## src/sv/mbe_fifo.sv

```systemverilog
`timescale 1ns / 1ps
// Two-entry register queue, used between front and back and for results.
// Depends on nothing.
module mbe_fifo #(
    parameter int WIDTH = 8
) (
    input  logic             clk,
    input  logic             rst_n,
    input  logic             push,
    input  logic [WIDTH-1:0] din,
    output logic             full,
    input  logic             pop,
    output logic [WIDTH-1:0] dout,
    output logic             empty
);

    logic [1:0]       cnt_reg;
    logic [1:0]       cnt_next;
    logic [WIDTH-1:0] e0_reg;
    logic [WIDTH-1:0] e1_reg;
    logic             do_push;
    logic             do_pop;
    logic [1:0]       widx;

    assign full    = (cnt_reg == 2'd2);
    assign empty   = (cnt_reg == 2'd0);
    assign dout    = e0_reg;
    assign do_push = push && !full;
    assign do_pop  = pop && !empty;
    assign widx    = cnt_reg - {1'b0, do_pop};

    always_comb
    begin
        cnt_next = cnt_reg;
        if (do_push && !do_pop)
        begin
            cnt_next = cnt_reg + 2'd1;
        end
        else if (do_pop && !do_push)
        begin
            cnt_next = cnt_reg - 2'd1;
        end
    end

    always_ff @(posedge clk or negedge rst_n)
    begin
        if (!rst_n)
        begin
            cnt_reg <= 2'd0;
        end
        else
        begin
            cnt_reg <= cnt_next;
        end
    end

    always_ff @(posedge clk)
    begin
        if (do_pop)
        begin
            e0_reg <= e1_reg;
        end
        if (do_push && widx == 2'd0)
        begin
            e0_reg <= din;
        end
        if (do_push && widx == 2'd1)
        begin
            e1_reg <= din;
        end
    end

endmodule

```

## config.mk

```make
export PLATFORM = sky130hd
export DESIGN_NAME = mbe_fifo
export DESIGN_NICKNAME = d
export VERILOG_FILES = /design/src/sv/mbe_fifo.sv
export SDC_FILE = /design/constraint.sdc
export NUM_CORES = 1
export LEC_CHECK = 0
export BUFFER_PORTS_ARGS = -buffer_cell sky130_fd_sc_hd__buf_2
export CAP_MARGIN = 10
export CORE_MARGIN = 2
export CORE_UTILIZATION = 50
export DETAILED_ROUTE_END_ITERATION = 8
export PLACE_DENSITY_LB_ADDON = 0.3
export SLEW_MARGIN = 10
export SYNTH_ARGS = -nofsm -noshare
export SYNTH_HDL_FRONTEND = slang
export SYNTH_SLANG_ARGS = --single-unit
```

## constraint.sdc

```tcl
create_clock -name clk -period 3.9 [get_ports clk]
set_input_delay 0.39 -clock clk [delete_from_list [all_inputs] [get_ports clk]]
set_output_delay 0.39 -clock clk [all_outputs]
set_load 0.02 [all_outputs]
```

==> flow_summary.toml <==
[status]
status = "completed"

[routing]
detail-route-antenna-nets = 0
dr.max_layer_used = "met4"
drc = 0
wire_per_inst_microns = 13.4
firstDrtPassIters = 3
dr_wl_met2_microns = 492
routed_wirelength_microns = 1130
route.met3.wl_microns = 69
viasPerCell = 5.10
vias = 428
dr.first_iter.drc_count = 4
wl_met1_microns = 544

[yosys]
async_reset_ff_frac = 0.111
yosysWarnings = 0
synthesis.instances = 44
synth_edf_count = 16
ys_types = 15
synth_top_area_share = 0.639
synth.most_common_cell = "edfxtp_1"
syn_nets = 58
yosysTopAreaCell = "edfxtp_1"
avgSynthCellArea_sq_um = 17.1
ys_seq_area_frac = 0.705
synth_seq_cells = 18
synth_area_sq_um = 752
synthTopCellsByCount = "16 x edfxtp_1, 8 x mux2_2"
synth_ff_type = "edfxtp_1"
synth_area_leaders = "edfxtp_1 64%, mux2_2 12%, dfrtp_1 6.7%"

[worst_hold_path]
min-delay-path-class = "input pin to register"
whs_endpoint = "e1_reg[3]$_DFFE_PP_"
min-delay-start = "din[3]"
whs_path_depth = 1

[die]
coreArea_sq_mm = 0.00135
die_w_microns = 42.8
die_h_microns = 42.8
io-pin-count = 22
num_rows = 13
start_util = 0.557
design.die.area_sq_mm = 0.00183

[cts]
root_buffer = "clkbuf_4"
clkTransAtPathRegs_ns = 0.10
cts_max_level = 1
post_cts_buffers = 0
cts_resized = 0
cts_buffers = 3
insertion_delay_ns = 0.28
clock-sinks = 18
cts_buffer_depth = 2
cts_tree = "yes"

[cells_and_area]
drive_above_1_share = 0.478
diodes = 0
nets = 84
fin_util = 0.672
syn_to_final_growth_pct = 20.6

[timing]
maxSlewViolCount = 0
tns_ns = 0
finalCritPeriodShare = 0.514
tightestPinTransition_ns = 0.362
layout_min_cycle_time_ns = 2.01
final-hold-violation-count = 0
rsz0062_at_grt = "no"
skew_ns = 0.00271
whs_ns = 0.291
finalSetupViolCount = 0
fmax_mhz = 498
maxSlewHeadroom = 0.758

[power_and_ir_drop]
fin_total_pwr_mw = 0.685
power.leakage_nw = 0.390
vdd_drop_max_mv = 0.364
powerDensity_mw_per_mm2 = 755

[global_route]
grt_pass1_vias = 401
grt_start_max_net_pins = 11
antenna_found_initial = 0
grt_pass1_wl_microns = 1740
grt_overflow_total = 0
track_usage = 0.133

[setup_path]
critical_path_class = "register to register"
cp.arrival_ns = 1.96
crit_required_ns = 3.86
path_cells = "o21ai_0 -> inv_1 -> ha_1 -> nand3b_4 -> nand2_1"
cp_top_family = "simple AND/OR/NAND/NOR gates"
rrSetupSlack_ns = 1.89
cp-end-kind = "register"
critPathLaunchType = "register"
crit_fanout = 9
critPathMaxStageDelay_ns = 0.47
reg2regPathDepth = 5
critPathSlowestCell = "dfrtp_1"
worstPathBufferInverterCount = 1
rr_startpoint = "cnt_reg[0]$_DFFE_PN0P_"
timing.rr.end = "dout[7]$_DFFE_PP_"

[place]
gp_congestion = 0.651
numPortBuffers = 21
hpwl_microns = 853

[job]
cap_violations = 0
## worst max-delay path by stage
stage / depth (start not counted) / endpoint / start
after floorplan: 6 / dout[0]$_DFFE_PP_ / cnt_reg[0]$_DFFE_PN0P_
after global placement: 5 / dout[5]$_DFFE_PP_ / cnt_reg[0]$_DFFE_PN0P_
after global routing: 5 / dout[5]$_DFFE_PP_ / cnt_reg[0]$_DFFE_PN0P_
after CTS: 5 / dout[5]$_DFFE_PP_ / cnt_reg[0]$_DFFE_PN0P_
final: 5 / dout[7]$_DFFE_PP_ / cnt_reg[0]$_DFFE_PN0P_
after detailed placement: 5 / dout[5]$_DFFE_PP_ / cnt_reg[0]$_DFFE_PN0P_
## power by group
| part | internal (mW) | switching (mW) |
|---|---|---|
| clock | 0.0371 | 0.0530 |
| sequential | 0.297 | 0.0314 |
| combinational | 0.110 | 0.156 |
## metal layers
layer  track usage  up-vias
li1              -      215
met3        0.0298        4
met4        0.0750        0
met1         0.180      191
met5             0        -
met2         0.197       18
## layout by cell type (no fill, tap or decap)
cell            n
ha_1            2
and3b_1         1
nand2_1         1
dfrtp_1         2
clkbuf_4        3
mux2_2          8
xor2_1          2
edfxtp_1       16
inv_1           2
o21ai_0         2
buf_2          21
xnor2_1         1
nand3b_4        1
dlygate4sd3_1   1
nand3_1         1
clkinv_1        1
nor2_1          2
nor2b_1         2
## per-stage QoR
| stage | area, sq um | std cells | setup slack [ns] |
|---|---|---|---|
| floorplan | 752 | 44 | 2.07 |
| finish | 907 | 84 | 1.89 |
| global route | 907 | 84 | 1.74 |
| global placement | 871 | 79 | 1.94 |
| CTS | 907 | 84 | 1.88 |
| detailed placement | 871 | 79 | 1.89 |
## cells by family after synthesis
group | count (synthesis) | share of synthesized area
mux | 8 | 0.120
xor+xnor | 3 | 0.0349
fa+ha+maj | 2 | 0.0333
simple gates | 8 | 0.0765
compound gates | 2 | 0.0133
flops | 18 | 0.705
buf+inv | 3 | 0.0166
## timing repair
| action | in CTS | in global routing |
|---|---|---|
| endpoints found under the setup margin | 0 | 0 |
| hold buffers | 1 | 0 |
| hold endpoints to repair | 2 | 0 |
## final cells by class
type / instances / area, sq um
sequential: 18 / 531
fill: 108 / 443
multi-input combinational: 23 / 209
timing repair buffer: 22 / 115
clock buffer: 3 / 22.5
tap: 15 / 18.8
inverter: 2 / 7.51
clock inverter: 1 / 3.75
Power figures use the tool's default switching activity.
