===== src/sv/mbe_pkg.sv =====
`timescale 1ns / 1ps
// Shared types and constants for the escape-time engine.
// No dependencies; every other file but mbe_fifo imports this package.
package mbe_pkg;

    localparam int COORD_W    = 48;
    localparam int STEP_W     = 47;
    localparam int ITER_W     = 12;
    localparam int IDX_W      = 10;
    localparam int PROD_W     = IDX_W + STEP_W;
    localparam int CFG_ADDR_W = 3;
    localparam int CFG_DATA_W = 48;

    localparam logic [CFG_ADDR_W-1:0] REG_X_LEFT   = 3'd0;
    localparam logic [CFG_ADDR_W-1:0] REG_Y_BOTTOM = 3'd1;
    localparam logic [CFG_ADDR_W-1:0] REG_STEP_X   = 3'd2;
    localparam logic [CFG_ADDR_W-1:0] REG_STEP_Y   = 3'd3;
    localparam logic [CFG_ADDR_W-1:0] REG_MAX_ITER = 3'd4;

    localparam logic [ITER_W-1:0] MAX_ITER_RST = 12'd500;

    typedef struct packed {
        logic signed [COORD_W-1:0] x_left;
        logic signed [COORD_W-1:0] y_bottom;
        logic [STEP_W-1:0]         step_x;
        logic [STEP_W-1:0]         step_y;
    } cfg_t;

    typedef struct packed {
        logic signed [COORD_W-1:0] cr;
        logic signed [COORD_W-1:0] ci;
    } point_t;

endpackage


===== src/sv/mbe_front.sv =====
`timescale 1ns / 1ps
// Front end: takes pixel indices, clamps them and forms the point c.
// Depends on mbe_pkg.
module mbe_front
    import mbe_pkg::*;
#(
    parameter int COLS = 1024,
    parameter int ROWS = 1024
) (
    input  logic             clk,
    input  logic             rst_n,
    input  logic             push,
    output logic             full,
    input  logic [IDX_W-1:0] col,
    input  logic [IDX_W-1:0] row,
    input  cfg_t             cfg,
    input  logic             q_full,
    output logic             q_push,
    output point_t           q_pt
);

    localparam int SUM_W = PROD_W + 2;

    logic              adv;
    logic              accept;
    logic [IDX_W-1:0]  col_c;
    logic [IDX_W-1:0]  row_c;
    logic              s1_valid_reg;
    logic              s2_valid_reg;
    logic [PROD_W-1:0] px_reg;
    logic [PROD_W-1:0] py_reg;
    point_t            pt_reg;
    point_t            pt_next;

    // origin plus a nonnegative offset can only overflow upward
    function automatic logic signed [COORD_W-1:0] sat_add(
        input logic signed [COORD_W-1:0] base,
        input logic [PROD_W-1:0]         off
    );
        logic signed [SUM_W-1:0] s;
        s = SUM_W'(base) + $signed({2'b00, off});
        if (!s[SUM_W-1] && (|s[SUM_W-2:COORD_W-1]))
        begin
            return {1'b0, {(COORD_W-1){1'b1}}};
        end
        return s[COORD_W-1:0];
    endfunction

    assign adv    = !s2_valid_reg || !q_full;
    assign full   = !adv;
    assign accept = push && adv;
    assign q_push = s2_valid_reg && !q_full;
    assign q_pt   = pt_reg;

    always_comb
    begin
        col_c = col;
        row_c = row;
        if (32'(col) >= COLS)
        begin
            col_c = IDX_W'(COLS - 1);
        end
        if (32'(row) >= ROWS)
        begin
            row_c = IDX_W'(ROWS - 1);
        end
        pt_next.cr = sat_add(cfg.x_left, px_reg);
        pt_next.ci = sat_add(cfg.y_bottom, py_reg);
    end

    always_ff @(posedge clk or negedge rst_n)
    begin
        if (!rst_n)
        begin
            s1_valid_reg <= 1'b0;
            s2_valid_reg <= 1'b0;
        end
        else if (adv)
        begin
            s1_valid_reg <= accept;
            s2_valid_reg <= s1_valid_reg;
        end
    end

    always_ff @(posedge clk)
    begin
        if (adv)
        begin
            px_reg <= PROD_W'(col_c) * PROD_W'(cfg.step_x);
            py_reg <= PROD_W'(row_c) * PROD_W'(cfg.step_y);
            pt_reg <= pt_next;
        end
    end

endmodule


===== config.mk =====
export PLATFORM = sky130hd
export DESIGN_NAME = mbe_front
export DESIGN_NICKNAME = d
export VERILOG_FILES = /design/src/sv/mbe_pkg.sv /design/src/sv/mbe_front.sv
export SDC_FILE = /design/constraint.sdc
export NUM_CORES = 2
export LEC_CHECK = 0
export BUFFER_PORTS_ARGS = -buffer_cell sky130_fd_sc_hd__clkbuf_2
export CORE_UTILIZATION = 58
export CTS_CLUSTER_SIZE = 8
export DETAILED_ROUTE_END_ITERATION = 12
export PLACE_DENSITY = 0.9
export SLEW_MARGIN = 10
export SYNTH_ARGS = -nofsm -noshare
export SYNTH_HDL_FRONTEND = slang
export SYNTH_SLANG_ARGS = --single-unit

===== constraint.sdc =====
create_clock -name clk -period 7.1 [get_ports clk]
set_clock_uncertainty 0.1 [all_clocks]
set_input_delay 1.42 -clock clk [delete_from_list [all_inputs] [get_ports clk]]
set_output_delay 1.42 -clock clk [all_outputs]
set_load 0.1 [all_outputs]

==> metrics.txt <==
outcome=finished clean; WS Path Type=input port to register; port bufs=311; synth warn=0; first-pass GRT wire length=208000 µm; DIE WIDTH=280 µm; Area Growth Syn to Fin=12.5%; post-route ant nets=0; RSZ-0062 raised after global routing=false; CP delay by family, top=adder cells; CP endpoint kind=register; Hold WS=0.366 ns; Hold Violations, Final=0; DR vias=39400; num rows=101; dpl ws=-0.520 ns; fin crit period=6.97 ns; Die ar.=78200 µm²; Final #Nets=6714; Tcrit/Tclk final=98.2%; number of synthesized flops with an enable pin=210; antenna violations before repair=27; CTS Sinks=212; CTS max path bufs=3; clk_lat worst skew=0.57 ns; critical path arrival=7.25 ns; syn_area_per_cell=8.82 µm²; Die Span Y=280 µm; gr usage total=33.1%; CP bufs+invs=3; Max Clk Rate=143 MHz; vias in the first global route=40800; number of flip-flops in the largest register=96; fin cells=6538; share of cells above drive strength 1=14.7%; Root Driver=clkbuf_16; syn nets=6300; Detail Placement HPWL=106000 µm; sequential share of the synthesized area=14.2%; vias per cell=6.03; post-CTS setup buffer count=0; final setup vio count=0; H-tree levels=1; CTS buffer count=30; FILL cells=5643; async set-reset flop share out of synthesis=0.943%; Synth Flop Type=edfxtp_1; CP dominant cell by count=fa_1; crit-path max FO=16; Starting DRT DRC Count=3795; IO Pins=312; ordered list of cells on the worst path=buf_2 > buf_4 > and2_1 > fa_1 > fa_1 > fa_1 > fa_1 > fa_1 > ha_1 > o21ai_0 > o21ai_1 > o22ai_1 > a211oi_1 > buf_4 > o21bai_1 > a211oi_1 > a21o_1 > o21ai_0 > o21bai_1 > xor2_1; drt pass-1 iters=6; DRC viols=0; final worst slack=0.127 ns; post-synthesis register bit count=212; Final Max Slew Viols=0; CTS tree=yes; GR Overflow Total=0; Critical Path RT=7.38 ns; Inst Count DP=6480; CTS Hold Bufs=0; clock transition at the registers of the reported paths=0.06 ns; core area=76100 µm²; slowest library cell on the worst path=fa_1; Starting Density=58.7%; startpoint types=input port; routed wire length per instance=19.8 µm; Hold/Removal Path Class=register to register; post-synth cell types=88; slowest stage delay, CP=0.58 ns; largest net degree at the start of global routing=105; Slew @ Worst Pin=1.07 ns; Final GP Congestion=0.986; Mapped Area=44700 µm²; final WL=130000 µm; cell count after synthesis=5068; max_slew headroom=28.3%; post-cts repair resize count=0; Max Cap Violations=0
synthesized netlist by cell type, types with 8 or more instances:
| library cell | instances | area [µm²] |
|---|---|---|
| edfxtp_1 | 210 | 6310 |
| buf_1 | 13 | 48.8 |
| buf_2 | 11 | 55.1 |
| inv_1 | 649 | 2440 |
| nand4_1 | 56 | 350 |
| and3_1 | 27 | 169 |
| o211ai_1 | 25 | 188 |
| o221ai_1 | 10 | 87.6 |
| a311oi_1 | 10 | 87.6 |
| clkbuf_1 | 272 | 1020 |
| o31ai_1 | 15 | 113 |
| nand3b_1 | 37 | 278 |
| a21boi_0 | 13 | 97.6 |
| a211o_1 | 8 | 70.1 |
| o21bai_1 | 34 | 255 |
| or2_2 | 11 | 68.8 |
| a21oi_2 | 30 | 263 |
| o21ai_0 | 141 | 706 |
| nor4_1 | 8 | 50.1 |
| a41oi_1 | 45 | 394 |
| and2_1 | 512 | 3200 |
| nor3_1 | 48 | 240 |
| a21oi_1 | 261 | 1310 |
| fa_1 | 718 | 14400 |
| xnor2_1 | 117 | 1020 |
| nor2_1 | 247 | 927 |
| o22ai_1 | 8 | 50.1 |
| a21o_1 | 81 | 608 |
| nor2b_1 | 14 | 87.6 |
| or3_1 | 12 | 75.1 |
| a211oi_1 | 35 | 263 |
| nand2b_1 | 22 | 138 |
| a31oi_1 | 22 | 138 |
| xor2_1 | 74 | 648 |
| nand3_1 | 106 | 531 |
| a221oi_1 | 8 | 70.1 |
| ha_1 | 300 | 3750 |
| o21a_1 | 38 | 285 |
| nand2_1 | 684 | 2570 |
per-stage QoR:
| stage | cell area [µm²] | utilization, % | TNS, ns |
|---|---|---|---|
| after floorplan | 44700 | - | 0 |
| after global placement | 49400 | 64.9 | -3.61 |
| after detailed placement | 49400 | 64.9 | -8.93 |
| after CTS | 50200 | 65.9 | 0 |
| after global routing | 50300 | 66.1 | 0 |
| final | 50300 | 66.1 | 0 |
routing by layer:
metal | GRT usage [%] | vias up | wire length, µm
li1 | - | 17400 | -
met1 | 43.3 | 19100 | 49200
met2 | 53.1 | 2398 | 59700
met4 | 15.2 | 8 | 6730
met5 | 0 | - | 93
met3 | 6.64 | 512 | 13800
cell usage in the layout (no fill, tap or decap), types with 22 or more instances in the layout:
cell | netlist | final
and2_1 | 512 | 512
a41oi_1 | 45 | 45
edfxtp_1 | 210 | 210
a21o_1 | 81 | 81
clkbuf_16 | 0 | 30
buf_4 | 4 | 366
fa_1 | 718 | 718
nand3b_1 | 37 | 37
a31oi_1 | 22 | 22
o211ai_1 | 25 | 25
and3_1 | 27 | 27
o21ai_0 | 141 | 136
o21bai_1 | 34 | 34
a21oi_2 | 30 | 30
xor2_1 | 74 | 74
o21a_1 | 38 | 38
inv_1 | 649 | 649
nor3_1 | 48 | 47
nand4_1 | 56 | 56
diode_2 | 0 | 24
nand2_1 | 684 | 683
xnor2_1 | 117 | 115
clkbuf_2 | 2 | 308
a21oi_1 | 261 | 260
nor2_1 | 247 | 245
a211oi_1 | 35 | 33
nand3_1 | 106 | 105
nand2b_1 | 22 | 22
ha_1 | 300 | 300
logic make-up after synthesis:
kind of cell,share of synthesized area [%]
mux,0.188
compound gates,13.0
flops,14.2
simple gates,20.0
fa+ha+maj,40.6
xor+xnor,3.74
buf+inv,8.26
layout make-up:
class | instances | area, µm² | area share, %
Multi-Input combinational cell | 3898 | 34800 | 69.1
Sequential cell | 212 | 6360 | 12.6
Timing Repair Buffer | 691 | 4590 | 9.13
Inverter | 649 | 2440 | 4.85
Tap cell | 1030 | 1290 | 2.56
Clock buffer | 32 | 758 | 1.51
Antenna cell | 24 | 60.1 | 0.119
Clock inverter | 2 | 20.0 | 0.0398
final timing paths:
path / from / endpoint / slack [ns] / depth (start not counted)
min in group asynchronous: rst_n / s1_valid_reg$_DFFE_PN0N_ / 0.55 / 1
setup reg to reg: px_reg[28]$_DFFE_PN_ / q_pt[66]$_SDFFCE_PP1N_ / 2.37 / 12
hold / removal: s1_valid_reg$_DFFE_PN0N_ / s2_valid_reg$_DFFE_PN0N_ / 0.37 / 1
max in group asynchronous: rst_n / s2_valid_reg$_DFFE_PN0N_ / 6.26 / 1
hold reg to reg: s1_valid_reg$_DFFE_PN0N_ / s2_valid_reg$_DFFE_PN0N_ / 0.37 / 1
setup / recovery: row[5] / py_reg[50]$_DFFE_PN_ / 0.13 / 20
Power is not shown: default switching activity piles up to over one toggle a cycle in this logic, so the estimate is an artifact.
